--- src/hw/rtl/catm_pkg.sv ---
// Shared types, constants and helpers of the calendar alarm table matcher.
// Used by the channel interfaces, the controller, the datapath and the checker.
package catm_pkg;

  localparam int MAX_SLOTS  = 16;
  localparam int KEY_WIDTH  = 16;
  localparam int SLOT_W     = (MAX_SLOTS > 1) ? $clog2(MAX_SLOTS) : 1;
  localparam int CNT_W      = $clog2(MAX_SLOTS + 1);

  localparam int OP_W       = 2;
  localparam int JOB_KEY_W  = 16;
  localparam int MIN_W      = 7;
  localparam int HOUR_W     = 6;
  localparam int DAY_W      = 6;
  localparam int MON_W      = 5;
  localparam int WDAY_W     = 4;
  localparam int YEAR_W     = 8;
  localparam int STATUS_W   = 2;
  localparam int SLOT_IDX_W = 4;

  localparam logic [YEAR_W-1:0] MIN_YEAR_RESET = YEAR_W'(120);
  // No minute seen yet reads as minus one
  localparam logic [MIN_W-1:0]  NO_MINUTE      = '1;

  typedef enum logic [OP_W-1:0] {
    OP_TICK   = 2'd0,
    OP_ADD    = 2'd1,
    OP_REMOVE = 2'd2,
    OP_UNUSED = 2'd3
  } op_e;

  typedef enum logic [STATUS_W-1:0] {
    ST_OK        = 2'd0,
    ST_FULL      = 2'd1,
    ST_NOT_FOUND = 2'd2,
    ST_IGNORED   = 2'd3
  } status_e;

  typedef enum logic [3:0] {
    CMD_NONE,
    CMD_IGNORE_SEEN,
    CMD_IGNORE_YEAR,
    CMD_TICK_SCAN,
    CMD_UNUSED_OP,
    CMD_SKIP,
    CMD_SET_PEND,
    CMD_EMIT_PEND,
    CMD_UPDATE,
    CMD_REMOVE,
    CMD_TICK_END,
    CMD_ADD_END,
    CMD_REMOVE_END
  } cmd_e;

  typedef struct packed {
    logic signed [MIN_W-1:0]  minute;
    logic signed [HOUR_W-1:0] hour;
    logic signed [DAY_W-1:0]  day;
    logic signed [MON_W-1:0]  month;
    logic signed [WDAY_W-1:0] weekday;
  } pattern_t;

  typedef struct packed {
    op_e                  op;
    logic [KEY_WIDTH-1:0] key;
    pattern_t             now;
    logic [YEAR_W-1:0]    year;
  } in_item_t;

  typedef struct packed {
    status_e               status;
    logic                  fired;
    logic [JOB_KEY_W-1:0]  fired_key;
    logic [SLOT_IDX_W-1:0] slot_index;
    logic                  last;
  } out_item_t;

  typedef struct packed {
    logic capture;
    cmd_e cmd;
  } ctrl_cmd_t;

  typedef struct packed {
    op_e  op;
    logic minute_seen;
    logic year_low;
    logic scan_end;
    logic hit;
    logic pend_valid;
    logic out_free;
  } dp_status_t;

  // A negative pattern field is a wildcard
  function automatic logic pattern_match(pattern_t p, pattern_t now);
    logic miss;
    miss = (!p.minute[MIN_W-1]   && (p.minute  != now.minute))  ||
           (!p.hour[HOUR_W-1]    && (p.hour    != now.hour))    ||
           (!p.day[DAY_W-1]      && (p.day     != now.day))     ||
           (!p.month[MON_W-1]    && (p.month   != now.month))   ||
           (!p.weekday[WDAY_W-1] && (p.weekday != now.weekday));
    return !miss;
  endfunction

  function automatic out_item_t mk_out(status_e status, logic fired,
                                       logic [KEY_WIDTH-1:0] key,
                                       logic [SLOT_W-1:0] slot, logic last);
    out_item_t o;
    o.status     = status;
    o.fired      = fired;
    o.fired_key  = JOB_KEY_W'(key);
    o.slot_index = SLOT_IDX_W'(slot);
    o.last       = last;
    return o;
  endfunction

endpackage

--- src/hw/rtl/catm_if.sv ---
// Valid/ready channel interfaces for command beats in and result beats out.
// Depends on catm_pkg for the field widths.
interface catm_in_if import catm_pkg::*; ();
  logic                     valid;
  logic                     ready;
  logic [OP_W-1:0]          op;
  logic [JOB_KEY_W-1:0]     job_key;
  logic signed [MIN_W-1:0]  minute_field;
  logic signed [HOUR_W-1:0] hour_field;
  logic signed [DAY_W-1:0]  day_field;
  logic signed [MON_W-1:0]  month_field;
  logic signed [WDAY_W-1:0] weekday_field;
  logic [YEAR_W-1:0]        year_field;

  modport source (output valid, op, job_key, minute_field, hour_field, day_field,
                  month_field, weekday_field, year_field, input ready);
  modport sink (input valid, op, job_key, minute_field, hour_field, day_field,
                month_field, weekday_field, year_field, output ready);
endinterface

interface catm_out_if import catm_pkg::*; ();
  logic                  valid;
  logic                  ready;
  logic [STATUS_W-1:0]   status;
  logic                  fired;
  logic [JOB_KEY_W-1:0]  fired_key;
  logic [SLOT_IDX_W-1:0] slot_index;
  logic                  last;

  modport source (output valid, status, fired, fired_key, slot_index, last,
                  input ready);
  modport sink (input valid, status, fired, fired_key, slot_index, last,
                output ready);
endinterface

--- src/hw/rtl/catm_ctrl.sv ---
// Sequencing state machine of the alarm table matcher: one command to the
// datapath per cycle. Depends on catm_pkg.
module catm_ctrl import catm_pkg::*; (
  input  logic       clk_i,
  input  logic       rst_ni,
  input  logic       in_valid_i,
  output logic       in_ready_o,
  input  dp_status_t status_i,
  output ctrl_cmd_t  cmd_o
);

  typedef enum logic [1:0] {
    S_IDLE,
    S_PRE,
    S_SCAN,
    S_FINAL
  } state_e;

  state_e state_q, state_d;
  logic   ready_q;

  always_comb begin
    state_d       = state_q;
    cmd_o.capture = 1'b0;
    cmd_o.cmd     = CMD_NONE;
    case (state_q)
      S_IDLE: begin
        if (in_valid_i && ready_q) begin
          cmd_o.capture = 1'b1;
          state_d       = S_PRE;
        end
      end
      S_PRE: begin
        if (status_i.out_free) begin
          case (status_i.op)
            OP_TICK: begin
              if (status_i.minute_seen) begin
                cmd_o.cmd = CMD_IGNORE_SEEN;
                state_d   = S_IDLE;
              end else if (status_i.year_low) begin
                cmd_o.cmd = CMD_IGNORE_YEAR;
                state_d   = S_IDLE;
              end else begin
                cmd_o.cmd = CMD_TICK_SCAN;
                state_d   = S_SCAN;
              end
            end
            OP_ADD, OP_REMOVE: state_d = S_SCAN;
            default: begin
              cmd_o.cmd = CMD_UNUSED_OP;
              state_d   = S_IDLE;
            end
          endcase
        end
      end
      S_SCAN: begin
        if (status_i.scan_end) begin
          state_d = S_FINAL;
        end else if (!status_i.hit) begin
          cmd_o.cmd = CMD_SKIP;
        end else begin
          case (status_i.op)
            OP_TICK: begin
              // hold the newest match back until we know whether it is the last
              if (!status_i.pend_valid) begin
                cmd_o.cmd = CMD_SET_PEND;
              end else if (status_i.out_free) begin
                cmd_o.cmd = CMD_EMIT_PEND;
              end
            end
            OP_ADD: begin
              if (status_i.out_free) begin
                cmd_o.cmd = CMD_UPDATE;
                state_d   = S_IDLE;
              end
            end
            OP_REMOVE: begin
              if (status_i.out_free) begin
                cmd_o.cmd = CMD_REMOVE;
                state_d   = S_IDLE;
              end
            end
            default: state_d = S_IDLE;
          endcase
        end
      end
      S_FINAL: begin
        if (status_i.out_free) begin
          case (status_i.op)
            OP_TICK: cmd_o.cmd = CMD_TICK_END;
            OP_ADD:  cmd_o.cmd = CMD_ADD_END;
            default: cmd_o.cmd = CMD_REMOVE_END;
          endcase
          state_d = S_IDLE;
        end
      end
      default: state_d = S_IDLE;
    endcase
  end

  always_ff @(posedge clk_i or negedge rst_ni) begin
    if (!rst_ni) begin
      state_q <= S_IDLE;
      ready_q <= 1'b1;
    end else begin
      state_q <= state_d;
      ready_q <= (state_d == S_IDLE);
    end
  end

  assign in_ready_o = ready_q;

endmodule

--- src/hw/rtl/catm_dp.sv ---
// Datapath of the alarm table matcher: slot table, scan counter, pending
// match, minute and year registers, result register. Depends on catm_pkg.
module catm_dp import catm_pkg::*; (
  input  logic              clk_i,
  input  logic              rst_ni,
  input  logic              cfg_we_i,
  input  logic [YEAR_W-1:0] cfg_wdata_i,
  input  in_item_t          in_item_i,
  input  ctrl_cmd_t         cmd_i,
  output dp_status_t        status_o,
  output logic              out_valid_o,
  input  logic              out_ready_i,
  output out_item_t         out_item_o
);

  // Slot table
  logic [MAX_SLOTS-1:0] active_q, active_d;
  logic [KEY_WIDTH-1:0] key_mem [MAX_SLOTS];
  pattern_t             pat_mem [MAX_SLOTS];

  logic                 wr_pat;
  logic                 wr_key;
  logic [SLOT_W-1:0]    wr_addr;

  // Control registers
  logic [CNT_W-1:0]     cnt_q, cnt_d;
  logic [CNT_W-1:0]     used_q, used_d;
  logic                 pend_valid_q, pend_valid_d;
  logic                 free_found_q, free_found_d;
  logic [MIN_W-1:0]     last_min_q, last_min_d;
  logic [YEAR_W-1:0]    min_year_q, min_year_d;
  logic                 out_valid_q, out_valid_d;

  // Payload registers
  in_item_t             item_q, item_d;
  logic [KEY_WIDTH-1:0] pend_key_q, pend_key_d;
  logic [SLOT_W-1:0]    pend_slot_q, pend_slot_d;
  logic [SLOT_W-1:0]    free_slot_q, free_slot_d;
  out_item_t            out_q, out_d;

  logic [SLOT_W-1:0]    idx;
  logic                 hit;
  logic                 room;

  assign idx  = cnt_q[SLOT_W-1:0];
  assign room = (used_q != CNT_W'(MAX_SLOTS));
  assign hit  = active_q[idx] &&
                ((item_q.op == OP_TICK) ? pattern_match(pat_mem[idx], item_q.now)
                                        : (key_mem[idx] == item_q.key));

  always_comb begin
    status_o.op          = item_q.op;
    status_o.minute_seen = (item_q.now.minute == last_min_q);
    status_o.year_low    = (item_q.year < min_year_q);
    status_o.scan_end    = (cnt_q == used_q);
    status_o.hit         = hit;
    status_o.pend_valid  = pend_valid_q;
    status_o.out_free    = !out_valid_q || out_ready_i;
  end

  always_comb begin
    active_d     = active_q;
    cnt_d        = cnt_q;
    used_d       = used_q;
    pend_valid_d = pend_valid_q;
    free_found_d = free_found_q;
    last_min_d   = last_min_q;
    min_year_d   = min_year_q;
    out_valid_d  = out_valid_q;
    item_d       = item_q;
    pend_key_d   = pend_key_q;
    pend_slot_d  = pend_slot_q;
    free_slot_d  = free_slot_q;
    out_d        = out_q;
    wr_pat       = 1'b0;
    wr_key       = 1'b0;
    wr_addr      = idx;

    if (cfg_we_i) begin
      min_year_d = cfg_wdata_i;
    end
    if (out_valid_q && out_ready_i) begin
      out_valid_d = 1'b0;
    end
    if (cmd_i.capture) begin
      item_d       = in_item_i;
      cnt_d        = '0;
      pend_valid_d = 1'b0;
      free_found_d = 1'b0;
    end

    case (cmd_i.cmd)
      CMD_IGNORE_SEEN: begin
        out_valid_d = 1'b1;
        out_d       = mk_out(ST_IGNORED, 1'b0, '0, '0, 1'b1);
      end
      CMD_IGNORE_YEAR: begin
        last_min_d  = item_q.now.minute;
        out_valid_d = 1'b1;
        out_d       = mk_out(ST_IGNORED, 1'b0, '0, '0, 1'b1);
      end
      CMD_TICK_SCAN: begin
        last_min_d = item_q.now.minute;
      end
      CMD_UNUSED_OP: begin
        out_valid_d = 1'b1;
        out_d       = mk_out(ST_IGNORED, 1'b0, item_q.key, '0, 1'b1);
      end
      CMD_SKIP: begin
        cnt_d = cnt_q + CNT_W'(1);
        // remember the first hole for an add that finds no matching key
        if (item_q.op == OP_ADD && !active_q[idx] && !free_found_q) begin
          free_found_d = 1'b1;
          free_slot_d  = idx;
        end
      end
      CMD_SET_PEND: begin
        cnt_d        = cnt_q + CNT_W'(1);
        pend_valid_d = 1'b1;
        pend_key_d   = key_mem[idx];
        pend_slot_d  = idx;
      end
      CMD_EMIT_PEND: begin
        cnt_d       = cnt_q + CNT_W'(1);
        out_valid_d = 1'b1;
        out_d       = mk_out(ST_OK, 1'b1, pend_key_q, pend_slot_q, 1'b0);
        pend_key_d  = key_mem[idx];
        pend_slot_d = idx;
      end
      CMD_UPDATE: begin
        wr_pat      = 1'b1;
        out_valid_d = 1'b1;
        out_d       = mk_out(ST_OK, 1'b0, item_q.key, idx, 1'b1);
      end
      CMD_REMOVE: begin
        active_d[idx] = 1'b0;
        out_valid_d   = 1'b1;
        out_d         = mk_out(ST_OK, 1'b0, item_q.key, idx, 1'b1);
      end
      CMD_TICK_END: begin
        out_valid_d = 1'b1;
        if (pend_valid_q) begin
          out_d = mk_out(ST_OK, 1'b1, pend_key_q, pend_slot_q, 1'b1);
        end else begin
          out_d = mk_out(ST_OK, 1'b0, '0, '0, 1'b1);
        end
      end
      CMD_ADD_END: begin
        out_valid_d = 1'b1;
        if (free_found_q) begin
          wr_pat                = 1'b1;
          wr_key                = 1'b1;
          wr_addr               = free_slot_q;
          active_d[free_slot_q] = 1'b1;
          out_d = mk_out(ST_OK, 1'b0, item_q.key, free_slot_q, 1'b1);
        end else if (room) begin
          wr_pat                          = 1'b1;
          wr_key                          = 1'b1;
          wr_addr                         = used_q[SLOT_W-1:0];
          active_d[used_q[SLOT_W-1:0]]    = 1'b1;
          used_d                          = used_q + CNT_W'(1);
          out_d = mk_out(ST_OK, 1'b0, item_q.key, used_q[SLOT_W-1:0], 1'b1);
        end else begin
          out_d = mk_out(ST_FULL, 1'b0, item_q.key, '0, 1'b1);
        end
      end
      CMD_REMOVE_END: begin
        out_valid_d = 1'b1;
        out_d       = mk_out(ST_NOT_FOUND, 1'b0, item_q.key, '0, 1'b1);
      end
      default: ;
    endcase
  end

  always_ff @(posedge clk_i or negedge rst_ni) begin
    if (!rst_ni) begin
      active_q     <= '0;
      cnt_q        <= '0;
      used_q       <= '0;
      pend_valid_q <= 1'b0;
      free_found_q <= 1'b0;
      last_min_q   <= NO_MINUTE;
      min_year_q   <= MIN_YEAR_RESET;
      out_valid_q  <= 1'b0;
    end else begin
      active_q     <= active_d;
      cnt_q        <= cnt_d;
      used_q       <= used_d;
      pend_valid_q <= pend_valid_d;
      free_found_q <= free_found_d;
      last_min_q   <= last_min_d;
      min_year_q   <= min_year_d;
      out_valid_q  <= out_valid_d;
    end
  end

  always_ff @(posedge clk_i) begin
    item_q      <= item_d;
    pend_key_q  <= pend_key_d;
    pend_slot_q <= pend_slot_d;
    free_slot_q <= free_slot_d;
    out_q       <= out_d;
  end

  always_ff @(posedge clk_i) begin
    if (wr_pat) begin
      pat_mem[wr_addr] <= item_q.now;
    end
    if (wr_key) begin
      key_mem[wr_addr] <= item_q.key;
    end
  end

  assign out_valid_o = out_valid_q;
  assign out_item_o  = out_q;

endmodule

--- src/hw/rtl/calendar_alarm_table_matcher_top.sv ---
// Top level of the calendar alarm table matcher: controller plus datapath.
// Depends on catm_pkg, catm_if, catm_ctrl and catm_dp.
//
//  channel   dir  handshake           beat contents
//  in_i      in   valid/ready         op, job_key, five time fields, year
//  out_o     out  valid/ready         status, fired, fired_key, slot_index, last
//  cfg       in   cfg_we_i (no wait)  min_valid_year
//
// An item is handled in steps: take the beat, check the op and the tick
// minute, scan the table slot by slot up to used_count (the high-water mark,
// at most MAX_SLOTS), see the scan end, finish.
// A remove or an update that hits ends the scan early; an ignored tick or an
// unused op ends after the op check, with no scan.
// The scan reads one slot per cycle unless a hit waits on a stalled result.
// A result beat waits in the output register; a stalled sink holds the scan,
// and the next item is taken while the final beat of the previous one is
// still waiting. Reset leaves the table empty and needs no clearing pass.
module calendar_alarm_table_matcher_top import catm_pkg::*; (
  input  logic              clk_i,
  input  logic              rst_ni,
  input  logic              cfg_we_i,
  input  logic [YEAR_W-1:0] cfg_wdata_i,
  catm_in_if.sink           in_i,
  catm_out_if.source        out_o
);

  in_item_t   in_item;
  out_item_t  out_item;
  dp_status_t dp_status;
  ctrl_cmd_t  ctrl_cmd;
  logic       in_ready;
  logic       out_valid;

  always_comb begin
    in_item.op          = op_e'(in_i.op);
    in_item.key         = KEY_WIDTH'(in_i.job_key);
    in_item.now.minute  = in_i.minute_field;
    in_item.now.hour    = in_i.hour_field;
    in_item.now.day     = in_i.day_field;
    in_item.now.month   = in_i.month_field;
    in_item.now.weekday = in_i.weekday_field;
    in_item.year        = in_i.year_field;
  end

  catm_ctrl u_ctrl (
    .clk_i      (clk_i),
    .rst_ni     (rst_ni),
    .in_valid_i (in_i.valid),
    .in_ready_o (in_ready),
    .status_i   (dp_status),
    .cmd_o      (ctrl_cmd)
  );

  catm_dp u_dp (
    .clk_i       (clk_i),
    .rst_ni      (rst_ni),
    .cfg_we_i    (cfg_we_i),
    .cfg_wdata_i (cfg_wdata_i),
    .in_item_i   (in_item),
    .cmd_i       (ctrl_cmd),
    .status_o    (dp_status),
    .out_valid_o (out_valid),
    .out_ready_i (out_o.ready),
    .out_item_o  (out_item)
  );

  assign in_i.ready       = in_ready;
  assign out_o.valid      = out_valid;
  assign out_o.status     = out_item.status;
  assign out_o.fired      = out_item.fired;
  assign out_o.fired_key  = out_item.fired_key;
  assign out_o.slot_index = out_item.slot_index;
  assign out_o.last       = out_item.last;

endmodule

--- src/flat_wrapper.sv ---
// flat-port wrapper written by rule: the top's interface ports become plain ports
module calendar_alarm_table_matcher_top_flat import catm_pkg::*;
  (clk_i, rst_ni, cfg_we_i, cfg_wdata_i, in_i_valid, in_i_op, in_i_job_key, in_i_minute_field, in_i_hour_field, in_i_day_field, in_i_month_field, in_i_weekday_field, in_i_year_field, in_i_ready, out_o_valid, out_o_status, out_o_fired, out_o_fired_key, out_o_slot_index, out_o_last, out_o_ready);
  catm_in_if in_i_i ();
  catm_out_if out_o_i ();
  input  logic clk_i;
  input  logic rst_ni;
  input  logic cfg_we_i;
  input  logic [YEAR_W-1:0] cfg_wdata_i;
  input wire logic [$bits(in_i_i.valid)-1:0] in_i_valid;
  input wire logic [$bits(in_i_i.op)-1:0] in_i_op;
  input wire logic [$bits(in_i_i.job_key)-1:0] in_i_job_key;
  input wire logic [$bits(in_i_i.minute_field)-1:0] in_i_minute_field;
  input wire logic [$bits(in_i_i.hour_field)-1:0] in_i_hour_field;
  input wire logic [$bits(in_i_i.day_field)-1:0] in_i_day_field;
  input wire logic [$bits(in_i_i.month_field)-1:0] in_i_month_field;
  input wire logic [$bits(in_i_i.weekday_field)-1:0] in_i_weekday_field;
  input wire logic [$bits(in_i_i.year_field)-1:0] in_i_year_field;
  output wire logic [$bits(in_i_i.ready)-1:0] in_i_ready;
  output wire logic [$bits(out_o_i.valid)-1:0] out_o_valid;
  output wire logic [$bits(out_o_i.status)-1:0] out_o_status;
  output wire logic [$bits(out_o_i.fired)-1:0] out_o_fired;
  output wire logic [$bits(out_o_i.fired_key)-1:0] out_o_fired_key;
  output wire logic [$bits(out_o_i.slot_index)-1:0] out_o_slot_index;
  output wire logic [$bits(out_o_i.last)-1:0] out_o_last;
  input wire logic [$bits(out_o_i.ready)-1:0] out_o_ready;
  assign in_i_i.valid = in_i_valid;
  assign in_i_i.op = in_i_op;
  assign in_i_i.job_key = in_i_job_key;
  assign in_i_i.minute_field = in_i_minute_field;
  assign in_i_i.hour_field = in_i_hour_field;
  assign in_i_i.day_field = in_i_day_field;
  assign in_i_i.month_field = in_i_month_field;
  assign in_i_i.weekday_field = in_i_weekday_field;
  assign in_i_i.year_field = in_i_year_field;
  assign in_i_ready = in_i_i.ready;
  assign out_o_valid = out_o_i.valid;
  assign out_o_status = out_o_i.status;
  assign out_o_fired = out_o_i.fired;
  assign out_o_fired_key = out_o_i.fired_key;
  assign out_o_slot_index = out_o_i.slot_index;
  assign out_o_last = out_o_i.last;
  assign out_o_i.ready = out_o_ready;
  calendar_alarm_table_matcher_top u_core (.clk_i(clk_i), .rst_ni(rst_ni), .cfg_we_i(cfg_we_i), .cfg_wdata_i(cfg_wdata_i), .in_i(in_i_i), .out_o(out_o_i));
endmodule
--- config.mk ---
export PLATFORM = sky130hd
export DESIGN_NAME = calendar_alarm_table_matcher_top_flat
export DESIGN_NICKNAME = d
export VERILOG_FILES = /design/src/hw/rtl/catm_pkg.sv /design/src/hw/rtl/catm_if.sv /design/src/hw/rtl/catm_ctrl.sv /design/src/hw/rtl/catm_dp.sv /design/src/hw/rtl/calendar_alarm_table_matcher_top.sv /design/src/flat_wrapper.sv
export SDC_FILE = /design/constraint.sdc
export NUM_CORES = 1
export LEC_CHECK = 0
export ABC_AREA = 1
export CAP_MARGIN = 0
export CORE_MARGIN = 2
export CORE_UTILIZATION = 30
export CTS_CLUSTER_DIAMETER = 30
export DETAILED_ROUTE_END_ITERATION = 10
export DONT_BUFFER_PORTS = 1
export GPL_ROUTABILITY_DRIVEN = 0
export HOLD_SLACK_MARGIN = 0.02
export PLACE_DENSITY = 0.46
export SKIP_CTS_REPAIR_TIMING = 1
export SLEW_MARGIN = 20
export SYNTH_ARGS = -nofsm -noshare
export SYNTH_HDL_FRONTEND = slang
export SYNTH_HIERARCHICAL = 1
export SYNTH_SLANG_ARGS = --single-unit
--- constraint.sdc ---
create_clock -name clk_i -period 7.51 [get_ports clk_i]
set_clock_uncertainty 0.15 [all_clocks]
set_input_delay 1.8775 -clock clk_i [delete_from_list [all_inputs] [get_ports clk_i]]
set_output_delay 1.8775 -clock clk_i [all_outputs]
set_load 0.005 [all_outputs]
==> flow_metrics.env, run 1 <==
export IMPL_fp_dieW_microns=351
export IMPL_slew_headroom=0.263
export IMPL_fin_nets=3555
export IMPL_antenna_found_initial=5
export IMPL_post_drt_via_cell_ratio=4.55
export IMPL_min_delay_start="u_core/u_dp/used_q[4]$_DFFE_PN0P_"
export IMPL_grt_pass1_vias=23779
export IMPL_seq_area_frac_synth=0.701
export IMPL_p_seq_frac=0.337
export IMPL_outcome="finished clean"
export IMPL_regArea_sq_um=25400
export IMPL_hp_class="reg -> reg"
export IMPL_multiInputGateArea_sq_um=9130
export IMPL_power_frac_comb=0.177
export IMPL_diodes=0
export IMPL_dp_hpwl_microns=54800
export IMPL_crit_path_end_kind="register"
export IMPL_cts_inserted_buffers=197
export IMPL_synth_area_leader_cell="edfxtp_1"
export IMPL_worstSkewPairLatency_ns=0.78
export IMPL_power_switching_uw=5240
export IMPL_dp_cells=4881
export IMPL_swShare=0.294
export IMPL_layout_drive_gt1_share=0.134
export IMPL_dieArea_sq_um=123000
export IMPL_layout_cells_non_filler=5249
export IMPL_syn_avg_cell_area_sq_um=10.9
export IMPL_cts_sinks=853
export IMPL_htreeDepth=4
export IMPL_start_util=0.302
export IMPL_cts_buffer_depth=3
export IMPL_crit_fanout=92
export IMPL_synth_edf_count=806
export IMPL_area_growth_pct=25.5
export IMPL_dr_wl_met2_microns=48500
export IMPL_required_ns=7.76
export IMPL_crit_type="reg -> reg"
export IMPL_layout_setup_ws_ns=0.778
export IMPL_fin_util=0.379
export IMPL_cpMostUsedCell="nand2_1"
export IMPL_rsz0062_at_grt="false"
export IMPL_synth_distinct_cells=45
export IMPL_die_h_microns=351
export IMPL_powerDensity_nw_per_um2=392
export IMPL_place_ws_ns=0.840
export IMPL_drcViolationCount=0
export IMPL_r2r_cells=32
export IMPL_startpoint_type="register"
export IMPL_antenna_left=0
export IMPL_avgRoutedWirePerCell_microns=19.4
export IMPL_slowest_stage="nor2_1"
export IMPL_irDropWorstVdd_v=0.000266
export IMPL_synthArstFlopShare=0.0551
export IMPL_p_int_uw=12600
export IMPL_setup_violations=0
export IMPL_grt_max_degree=135
export IMPL_synth_area_sq_um=36200
export IMPL_finalMaxSlewViolations=0
export IMPL_worst_pin_slew_ns=1.10
export IMPL_dr_pass1_iters=5
export IMPL_cap_violations=0
export IMPL_fin_area_sq_um=45400
export IMPL_setup_tns_ns=0
export IMPL_detailroute_wirelength_met3_microns=4330
export IMPL_placed_area_sq_um=38600
export IMPL_fillers=11709
export IMPL_cts_tree="built"
export IMPL_fin_crit_ns=6.73
export IMPL_finalCritPeriodShare=0.896
export IMPL_holdPathEnd="u_core/u_dp/used_q[4]$_DFFE_PN0P_"
export IMPL_routed_via_count=23902
export IMPL_core_area_sq_um=120000
export IMPL_grt_pass1_wl_microns=152000
export IMPL_r2r_end="u_core/u_dp/key_mem[11][6]$_DFFE_PP_"
export IMPL_hold_violations=0
export IMPL_synth_top_area_frac=0.668
export IMPL_critPathMaxStageDelay_ns=0.59
export IMPL_worst_endpoint_arrival_ns=6.98
export IMPL_rr_startpoint="u_core/u_dp/cnt_q[0]$_DFFE_PN0P_"
export IMPL_reg2reg_slack_ns=0.78
export IMPL_drt_met1_wl_microns=46500
export IMPL_p_leak_uw=0.0174
export IMPL_drtIter0Drc=1956
export IMPL_final_common_cell="nand2_1"
export IMPL_pin_count=93
export IMPL_routed_wl_microns=102000
export IMPL_synthCells=3333
export IMPL_final_cell_mix="845 x nand2_1, 806 x edfxtp_1, 543 x nor2_1"
export IMPL_ys_warn_count=6
export IMPL_overflow=0
export IMPL_top_layer="met4"
export IMPL_track_usage=0.166
export IMPL_fmax_ghz=0.149
export IMPL_ys_seq_elements=853
export IMPL_std_cell_rows=127
export IMPL_cts_clk_slew_worst_paths_ns=0.05
export IMPL_numPortBuffers=0
export IMPL_synthFlopType="edfxtp_1"
export IMPL_holdPathStages=1
export IMPL_root_buffer="clkbuf_16"
export IMPL_syn_num_nets=3420
export IMPL_clkPwrFrac=0.486
export IMPL_synthTopCellsByArea="edfxtp_1 67%, nand2_1 8.8%, nor2_1 6.0%, o21ai_0 4.5%, inv_1 2.8%"
state kept, by name (all words and copies together), names as in the netlist:
signal                    count
u_core/u_dp/used_q            5
u_core/u_dp/pend_slot_q       4
u_core/u_dp/out_valid_o       1
u_core/u_dp/pend_key_q       16
u_core/u_dp/out_item_o       24
u_core/u_dp/pat_mem         448
u_core/u_dp/pend_valid_q      1
u_core/u_dp/key_mem         256
u_core/u_ctrl/in_ready_o      1
u_core/u_dp/free_found_q      1
u_core/u_dp/cnt_q             5
u_core/u_dp/item_q           52
u_core/u_dp/min_year_q        8
u_core/u_dp/active_q         16
u_core/u_dp/status_o          2
u_core/u_dp/last_min_q        7
u_core/u_dp/free_slot_q       4
u_core/u_ctrl/state_q         2
power groups by stage:
stage | logic [uW] | registers, uW | clock network (uW)
2_1_floorplan | 2210 | 5970 | 0
3_3_place_gp | 3210 | 6100 | 0
3_5_place_dp | 3200 | 6100 | 0
4_1_cts | 3210 | 6020 | 8830
5_1_grt | 3590 | 6060 | 9070
6_report | 3150 | 6010 | 8670
critical path, delay by kind of cell (launching register included):
family | cells | cell delay, ns
buf+inv | 7 | 1.64
compound gates | 4 | 0.74
flops | 1 | 0.53
simple gates | 21 | 3.15
per-stage QoR:
stage | hold slack, ns | total power, uW
finish | 0.315 | 17800
global route | 0.345 | 18700
CTS | 0.321 | 18100
detailed placement | 0.313 | 9310
global placement | 0.311 | 9310
floorplan | 0.292 | 8180
cells by family after synthesis:
| kind of cell | count (synthesis) | synth area share |
|---|---|---|
| AND/OR/NAND/NOR | 1533 | 0.165 |
| flip-flops | 853 | 0.701 |
| AO/OA/AOI/OAI | 467 | 0.0691 |
| buffers and inverters | 436 | 0.0522 |
| XOR/XNOR | 24 | 0.00581 |
| adder cells (fa/ha/maj) | 20 | 0.00691 |
cell type report:
cell class | count | area share
inverters | 281 | 0.0235
clock inverters | 134 | 0.0373
well taps | 1612 | 0.0444
repair buffers | 91 | 0.0222
clock buffers | 234 | 0.113
multi-input cells | 2044 | 0.201
flip-flops and latches | 853 | 0.559
per-layer routing:
metal | GRT usage | vias to the layer above
met5 | 0 | -
met4 | 0.0580 | 0
met3 | 0.0304 | 189
met2 | 0.271 | 573
met1 | 0.220 | 11603
li1 | - | 11537
cell usage after synthesis, types with 13 or more instances:
library cell  count
nand2_1         845
nor2_1          577
inv_1           268
o22ai_1          33
buf_6            14
buf_4            13
edfxtp_1        806
dfrtp_1          35
inv_2            13
buf_2            79
clkbuf_1         38
o21ai_0         328
xor2_1           20
a21oi_1          32
o21ai_1          29
nand3_1          80
ha_1             20
worst max-delay path by stage:
| stage | from | endpoint | slack [ns] | cells past startpoint |
|---|---|---|---|---|
| 2_1_floorplan | out_o_ready | u_core/u_dp/pat_mem[10][0]$_DFFE_PP_ | 1.34 | 17 |
| 4_1_cts | u_core/u_dp/cnt_q[0]$_DFFE_PN0P_ | u_core/u_dp/pat_mem[10][8]$_DFFE_PP_ | 0.82 | 31 |
| 6_report | u_core/u_dp/cnt_q[0]$_DFFE_PN0P_ | u_core/u_dp/key_mem[11][6]$_DFFE_PP_ | 0.78 | 32 |
| 3_3_place_gp | u_core/u_dp/cnt_q[0]$_DFFE_PN0P_ | u_core/u_dp/key_mem[11][6]$_DFFE_PP_ | 0.92 | 34 |
| 3_5_place_dp | u_core/u_dp/cnt_q[0]$_DFFE_PN0P_ | u_core/u_dp/pat_mem[10][15]$_DFFE_PP_ | 0.84 | 31 |
| 5_1_grt | u_core/u_dp/cnt_q[0]$_DFFE_PN0P_ | u_core/u_dp/key_mem[13][5]$_DFFE_PP_ | 0.24 | 35 |
(Power assumes the default switching activity.)
==> run 2: changes to the inputs <==
--- a/config.mk
+++ b/config.mk
@@ -7,7 +7,7 @@
 export LEC_CHECK = 0
 export ABC_AREA = 1
 export CAP_MARGIN = 0
-export CORE_MARGIN = 2
+export CORE_MARGIN = 10
 export CORE_UTILIZATION = 30
 export CTS_CLUSTER_DIAMETER = 30
 export DETAILED_ROUTE_END_ITERATION = 10
==> run 2 against run 1 <==
Against the previous run: utilization decreased by 0.20 points; die area up 9.3%; sequential share of layout area rose by 0.29 points; maximum frequency barely moved; final area is 0.52% lower; global-route usage down 1.7 points; first-iteration DRC count decreased by 20%; hold slack improved by 0.0063 ns; critical endpoint is now u_core/u_dp/pat_mem[5][3]$_DFFE_PP_.
==> flow_metrics.env, run 2 (same netlist as run 1, synthesis figures left out) <==
export IMPL_slew_headroom=0.320
export IMPL_critPathMaxStageDelay_ns=0.53
export IMPL_cts_tree="built"
export IMPL_dp_cells=4876
export IMPL_area_growth_pct=24.9
export IMPL_die_h_microns=367
export IMPL_cts_buffer_depth=3
export IMPL_clkPwrFrac=0.481
export IMPL_crit_type="reg -> reg"
export IMPL_setup_tns_ns=0
export IMPL_power_uw=17600
export IMPL_hold_violations=0
export IMPL_final_common_cell="nand2_1"
export IMPL_antenna_left=0
export IMPL_p_leak_uw=0.0173
export IMPL_power_switching_uw=5300
export IMPL_dp_hpwl_microns=56200
export IMPL_worst_endpoint_arrival_ns=7.06
export IMPL_startpoint_type="register"
export IMPL_p_seq_frac=0.341
export IMPL_routed_via_count=23804
export IMPL_required_ns=7.84
export IMPL_final_cell_mix="845 x nand2_1, 806 x edfxtp_1, 544 x nor2_1"
export IMPL_start_util=0.302
export IMPL_largest_register="u_core/u_dp/pat_mem"
export IMPL_layout_cells_non_filler=5237
export IMPL_drtIter0Drc=1568
export IMPL_diodes=0
export IMPL_grt_pass1_wl_microns=153000
export IMPL_fin_util=0.377
export IMPL_rsz0062_at_grt="false"
export IMPL_cts_sinks=853
export IMPL_powerDensity_nw_per_um2=390
export IMPL_p_int_uw=12300
export IMPL_pin_count=93
export IMPL_dr_pass1_iters=6
export IMPL_holdPathStages=1
export IMPL_fp_dieW_microns=367
export IMPL_grt_max_degree=119
export IMPL_grt_pass1_vias=23892
export IMPL_dieArea_sq_um=135000
export IMPL_worst_pin_slew_ns=1.02
export IMPL_cts_inserted_buffers=191
export IMPL_root_buffer="clkbuf_16"
export IMPL_largest_reg_flops=448
export IMPL_track_usage=0.149
export IMPL_avgRoutedWirePerCell_microns=19.6
export IMPL_swShare=0.301
export IMPL_finalMaxSlewViolations=0
export IMPL_routed_wl_microns=103000
export IMPL_crit_path_end_kind="register"
export IMPL_power_frac_comb=0.178
export IMPL_core_area_sq_um=120000
export IMPL_crit_fanout=94
export IMPL_antenna_found_initial=8
export IMPL_largestRegisters="u_core/u_dp/pat_mem x448, u_core/u_dp/key_mem x256, u_core/u_dp/item_q x52"
export IMPL_layout_setup_ws_ns=0.776
export IMPL_htreeDepth=4
export IMPL_layout_drive_gt1_share=0.131
export IMPL_numPortBuffers=0
export IMPL_r2r_cells=34
export IMPL_cts_clk_slew_worst_paths_ns=0.05
export IMPL_outcome="finished clean"
export IMPL_std_cell_rows=127
export IMPL_cap_violations=0
export IMPL_hp_class="reg -> reg"
export IMPL_fin_nets=3544
export IMPL_setup_violations=0
export IMPL_worstSkewPairLatency_ns=0.80
export IMPL_irDropWorstVdd_v=0.000240
export IMPL_finalCritPeriodShare=0.897
export IMPL_slowest_stage="dfrtp_4"
export IMPL_overflow=0
export IMPL_cpMostUsedCell="nand2_1"
export IMPL_fin_crit_ns=6.73
export IMPL_fmax_ghz=0.148
export IMPL_place_ws_ns=0.608
export IMPL_post_drt_via_cell_ratio=4.55
export IMPL_drcViolationCount=0
[run 2: cell types whose count changed in the layout (fill, tap and decap cells not counted), moves of 3 or more]
cell / delta
clkinv_16: +5
clkinv_2: +4
bufinv_16: -3
clkbuf_8: -3
clkinvlp_4: -4
buf_12: -3
clkbuf_16: -7
[run 2: critical path, delay by kind of cell, from the launching register on]
family | cells | cell delay (ns)
simple gates | 21 | 3.04
buf+inv | 10 | 1.85
compound gates | 3 | 0.72
flops | 1 | 0.53
[run 2: metal layers]
| layer | global-route usage | up-vias | part of all wire |
|---|---|---|---|
| li1 | - | 11515 | - |
| met4 | 0.0577 | 4 | 0.027 |
| met1 | 0.189 | 11590 | 0.44 |
| met3 | 0.0257 | 183 | 0.041 |
| met5 | 0 | - | 0.00026 |
| met2 | 0.252 | 512 | 0.49 |
[run 2: final cells by class]
class,count,area (sq um)
fillers,11751,74600
flip-flops and latches,853,25400
multi-input cells,2044,9130
clock buffers,222,4910
well taps,1612,2020
clock inverters,139,1760
inverters,281,1070
repair buffers,86,933
[run 2: power by group through the flow]
| stage | Clock (uW) | Sequential [uW] | Combinational (uW) |
|---|---|---|---|
| finish | 8470 | 6010 | 3140 |
| global route | 8860 | 6060 | 3570 |
| CTS | 8620 | 6030 | 3200 |
| detailed placement | 0 | 6110 | 3190 |
| global placement | 0 | 6110 | 3190 |
| floorplan | 0 | 5970 | 2210 |
[run 2: per-stage QoR]
step	cell area [sq um]	hold WS, ns
2_1_floorplan	36200	0.292
3_3_place_gp	38500	0.309
3_5_place_dp	38500	0.318
4_1_cts	45200	0.324
5_1_grt	45200	0.335
6_report	45200	0.321
[run 2: path summary, 6_finish.rpt]
path                                                    endpoint                               from  slack [ns]
hold reg to reg                u_core/u_dp/used_q[4]$_DFFE_PN0P_  u_core/u_dp/used_q[4]$_DFFE_PN0P_        0.32
setup / recovery             u_core/u_dp/pat_mem[5][3]$_DFFE_PP_   u_core/u_dp/cnt_q[0]$_DFFE_PN0P_        0.78
min in group asynchronous  u_core/u_dp/min_year_q[2]$_DFFE_PN0P_                             rst_ni        0.65
setup reg to reg             u_core/u_dp/pat_mem[5][3]$_DFFE_PP_   u_core/u_dp/cnt_q[0]$_DFFE_PN0P_        0.78
hold / removal                 u_core/u_dp/used_q[4]$_DFFE_PN0P_  u_core/u_dp/used_q[4]$_DFFE_PN0P_        0.32
max in group asynchronous  u_core/u_dp/last_min_q[5]$_DFFE_PN1P_                             rst_ni        6.35
==> run 3: changes to the inputs <==
==> constraint.sdc (replaced) <==
create_clock -name clk_i -period 8.64 [get_ports clk_i]
set_clock_uncertainty 0.15 [all_clocks]
set_input_delay 2.16 -clock clk_i [delete_from_list [all_inputs] [get_ports clk_i]]
set_output_delay 2.16 -clock clk_i [all_outputs]
set_load 0.005 [all_outputs]
==> run 3 against run 2 <==
Against the previous run: total power decreased by 14%; largest cell class unchanged; first-iteration DRC count increased by 9.8%; critical path type unchanged; wire length increased by 1.3%; count of clock-buffer cells in the layout increased by 3; highest routed layer unchanged.
==> flow_metrics.env, run 3 (same netlist as run 1, synthesis figures left out) <==
export IMPL_die_h_microns=367
export IMPL_rsz0062_at_grt="false"
export IMPL_cts_tree="built"
export IMPL_cap_violations=0
export IMPL_crit_type="reg -> reg"
export IMPL_largest_reg_flops=448
export IMPL_grt_pass1_wl_microns=155000
export IMPL_root_buffer="clkbuf_16"
export IMPL_cpMostUsedCell="nand2_1"
export IMPL_cts_clk_slew_worst_paths_ns=0.05
export IMPL_drcViolationCount=0
export IMPL_fin_crit_ns=7.62
export IMPL_required_ns=8.97
export IMPL_avgRoutedWirePerCell_microns=19.8
export IMPL_antenna_left=0
export IMPL_worstSkewPairLatency_ns=0.80
export IMPL_start_util=0.302
export IMPL_grt_pass1_vias=23735
export IMPL_outcome="finished clean"
export IMPL_multiInputGateArea_sq_um=9130
export IMPL_largestRegisters="u_core/u_dp/pat_mem x448, u_core/u_dp/key_mem x256, u_core/u_dp/item_q x52"
export IMPL_p_seq_frac=0.345
export IMPL_htreeDepth=4
export IMPL_power_switching_uw=4620
export IMPL_fmax_ghz=0.131
export IMPL_placed_area_sq_um=38300
export IMPL_routed_wl_microns=104000
export IMPL_worst_pin_slew_ns=1.04
export IMPL_grt_max_degree=140
export IMPL_cts_buffer_depth=3
export IMPL_final_cell_mix="845 x nand2_1, 806 x edfxtp_1, 543 x nor2_1"
export IMPL_fin_area_sq_um=45000
export IMPL_area_growth_pct=24.2
export IMPL_powerDensity_nw_per_um2=339
export IMPL_irDropWorstVdd_v=0.000226
export IMPL_p_int_uw=10600
export IMPL_finalCritPeriodShare=0.882
export IMPL_setup_violations=0
export IMPL_largest_register="u_core/u_dp/pat_mem"
export IMPL_routed_via_count=23899
export IMPL_swShare=0.303
export IMPL_fin_nets=3540
export IMPL_power_frac_comb=0.177
export IMPL_drtIter0Drc=1722
export IMPL_fin_util=0.375
export IMPL_hold_violations=0
export IMPL_cts_sinks=853
export IMPL_dieArea_sq_um=135000
export IMPL_fp_dieW_microns=367
export IMPL_pin_count=93
export IMPL_layout_setup_ws_ns=1.02
export IMPL_p_leak_uw=0.0172
export IMPL_worst_endpoint_arrival_ns=7.95
export IMPL_layout_drive_gt1_share=0.130
export IMPL_slew_headroom=0.306
export IMPL_regArea_sq_um=25400
export IMPL_dp_hpwl_microns=57300
export IMPL_std_cell_rows=127
export IMPL_layout_cells_non_filler=5235
export IMPL_cts_inserted_buffers=194
export IMPL_hp_class="reg -> reg"
export IMPL_crit_path_end_kind="register"
export IMPL_startpoint_type="register"
export IMPL_finalMaxSlewViolations=0
export IMPL_overflow=0
export IMPL_dr_pass1_iters=6
export IMPL_antenna_found_initial=7
export IMPL_track_usage=0.151
export IMPL_fillers=11745
export IMPL_critPathMaxStageDelay_ns=0.64
export IMPL_dp_cells=4869
export IMPL_numPortBuffers=0
export IMPL_core_area_sq_um=120000
export IMPL_clkPwrFrac=0.478
export IMPL_post_drt_via_cell_ratio=4.57
export IMPL_slowest_stage="nor2_4"
export IMPL_setup_tns_ns=0
export IMPL_place_ws_ns=1.03
export IMPL_crit_fanout=58
export IMPL_final_common_cell="nand2_1"
## run 3: cell count changes in the layout (fill, tap and decap cells not counted), sizes merged
| cell | before | now |
|---|---|---|
| inv | 289 | 294 |
| clkbuf | 222 | 225 |
| clkinvlp | 20 | 19 |
| clkinv | 82 | 84 |
| bufinv | 29 | 24 |
| diode | 0 | 1 |
| buf | 86 | 79 |
## run 3: area by class of cell
| class | count | share of cell area |
|---|---|---|
| clock buffer | 225 | 0.112 |
| timing repair buffer | 79 | 0.0163 |
| antenna | 1 | 0.0000557 |
| tap | 1612 | 0.0449 |
| sequential | 853 | 0.565 |
| multi-input combinational | 2044 | 0.203 |
| inverter | 281 | 0.0237 |
| clock inverter | 140 | 0.0354 |
## run 3: worst paths after layout
kind	slack, ns	endpoint	depth (start not counted)	from
max	1.02	u_core/u_dp/pat_mem[3][10]$_DFFE_PP_	36	u_core/u_dp/cnt_q[0]$_DFFE_PN0P_
min	0.32	u_core/u_dp/used_q[4]$_DFFE_PN0P_	1	u_core/u_dp/used_q[4]$_DFFE_PN0P_
max reg2reg	1.02	u_core/u_dp/pat_mem[3][10]$_DFFE_PP_	36	u_core/u_dp/cnt_q[0]$_DFFE_PN0P_
min reg2reg	0.32	u_core/u_dp/used_q[4]$_DFFE_PN0P_	1	u_core/u_dp/used_q[4]$_DFFE_PN0P_
max in group asynchronous	7.20	u_core/u_dp/last_min_q[3]$_DFFE_PN1P_	0	rst_ni
min in group asynchronous	0.92	u_core/u_dp/min_year_q[2]$_DFFE_PN0P_	0	rst_ni
## run 3: per-stage QoR
stage          hold slack (ns)  total power (uW)
3_3_place_gp             0.307              8080
2_1_floorplan            0.292              7110
3_5_place_dp             0.311              8080
5_1_grt                  0.334             16000
6_report                 0.318             15200
4_1_cts                  0.324             15400
## run 3: metal layers
metal	wire, microns	vias up	GRT usage
met2	49500	578	0.245
met4	3120	4	0.0639
li1	-	11493	-
met5	27	-	0
met3	4770	181	0.0293
met1	46500	11643	0.196
## run 3: power by group through the flow
stage	logic (uW)	clock network (uW)	registers [uW]
2_1_floorplan	1920	0	5190
3_3_place_gp	2750	0	5340
3_5_place_dp	2740	0	5340
4_1_cts	2760	7410	5270
5_1_grt	3080	7640	5290
6_report	2700	7280	5250
## run 3: worst max-delay path, delay by kind of cell (launching register included)
kind            cells  cell delay (ns)
simple gates       24             3.85
buf+inv             8             1.86
compound gates      4             0.73
flops               1             0.63
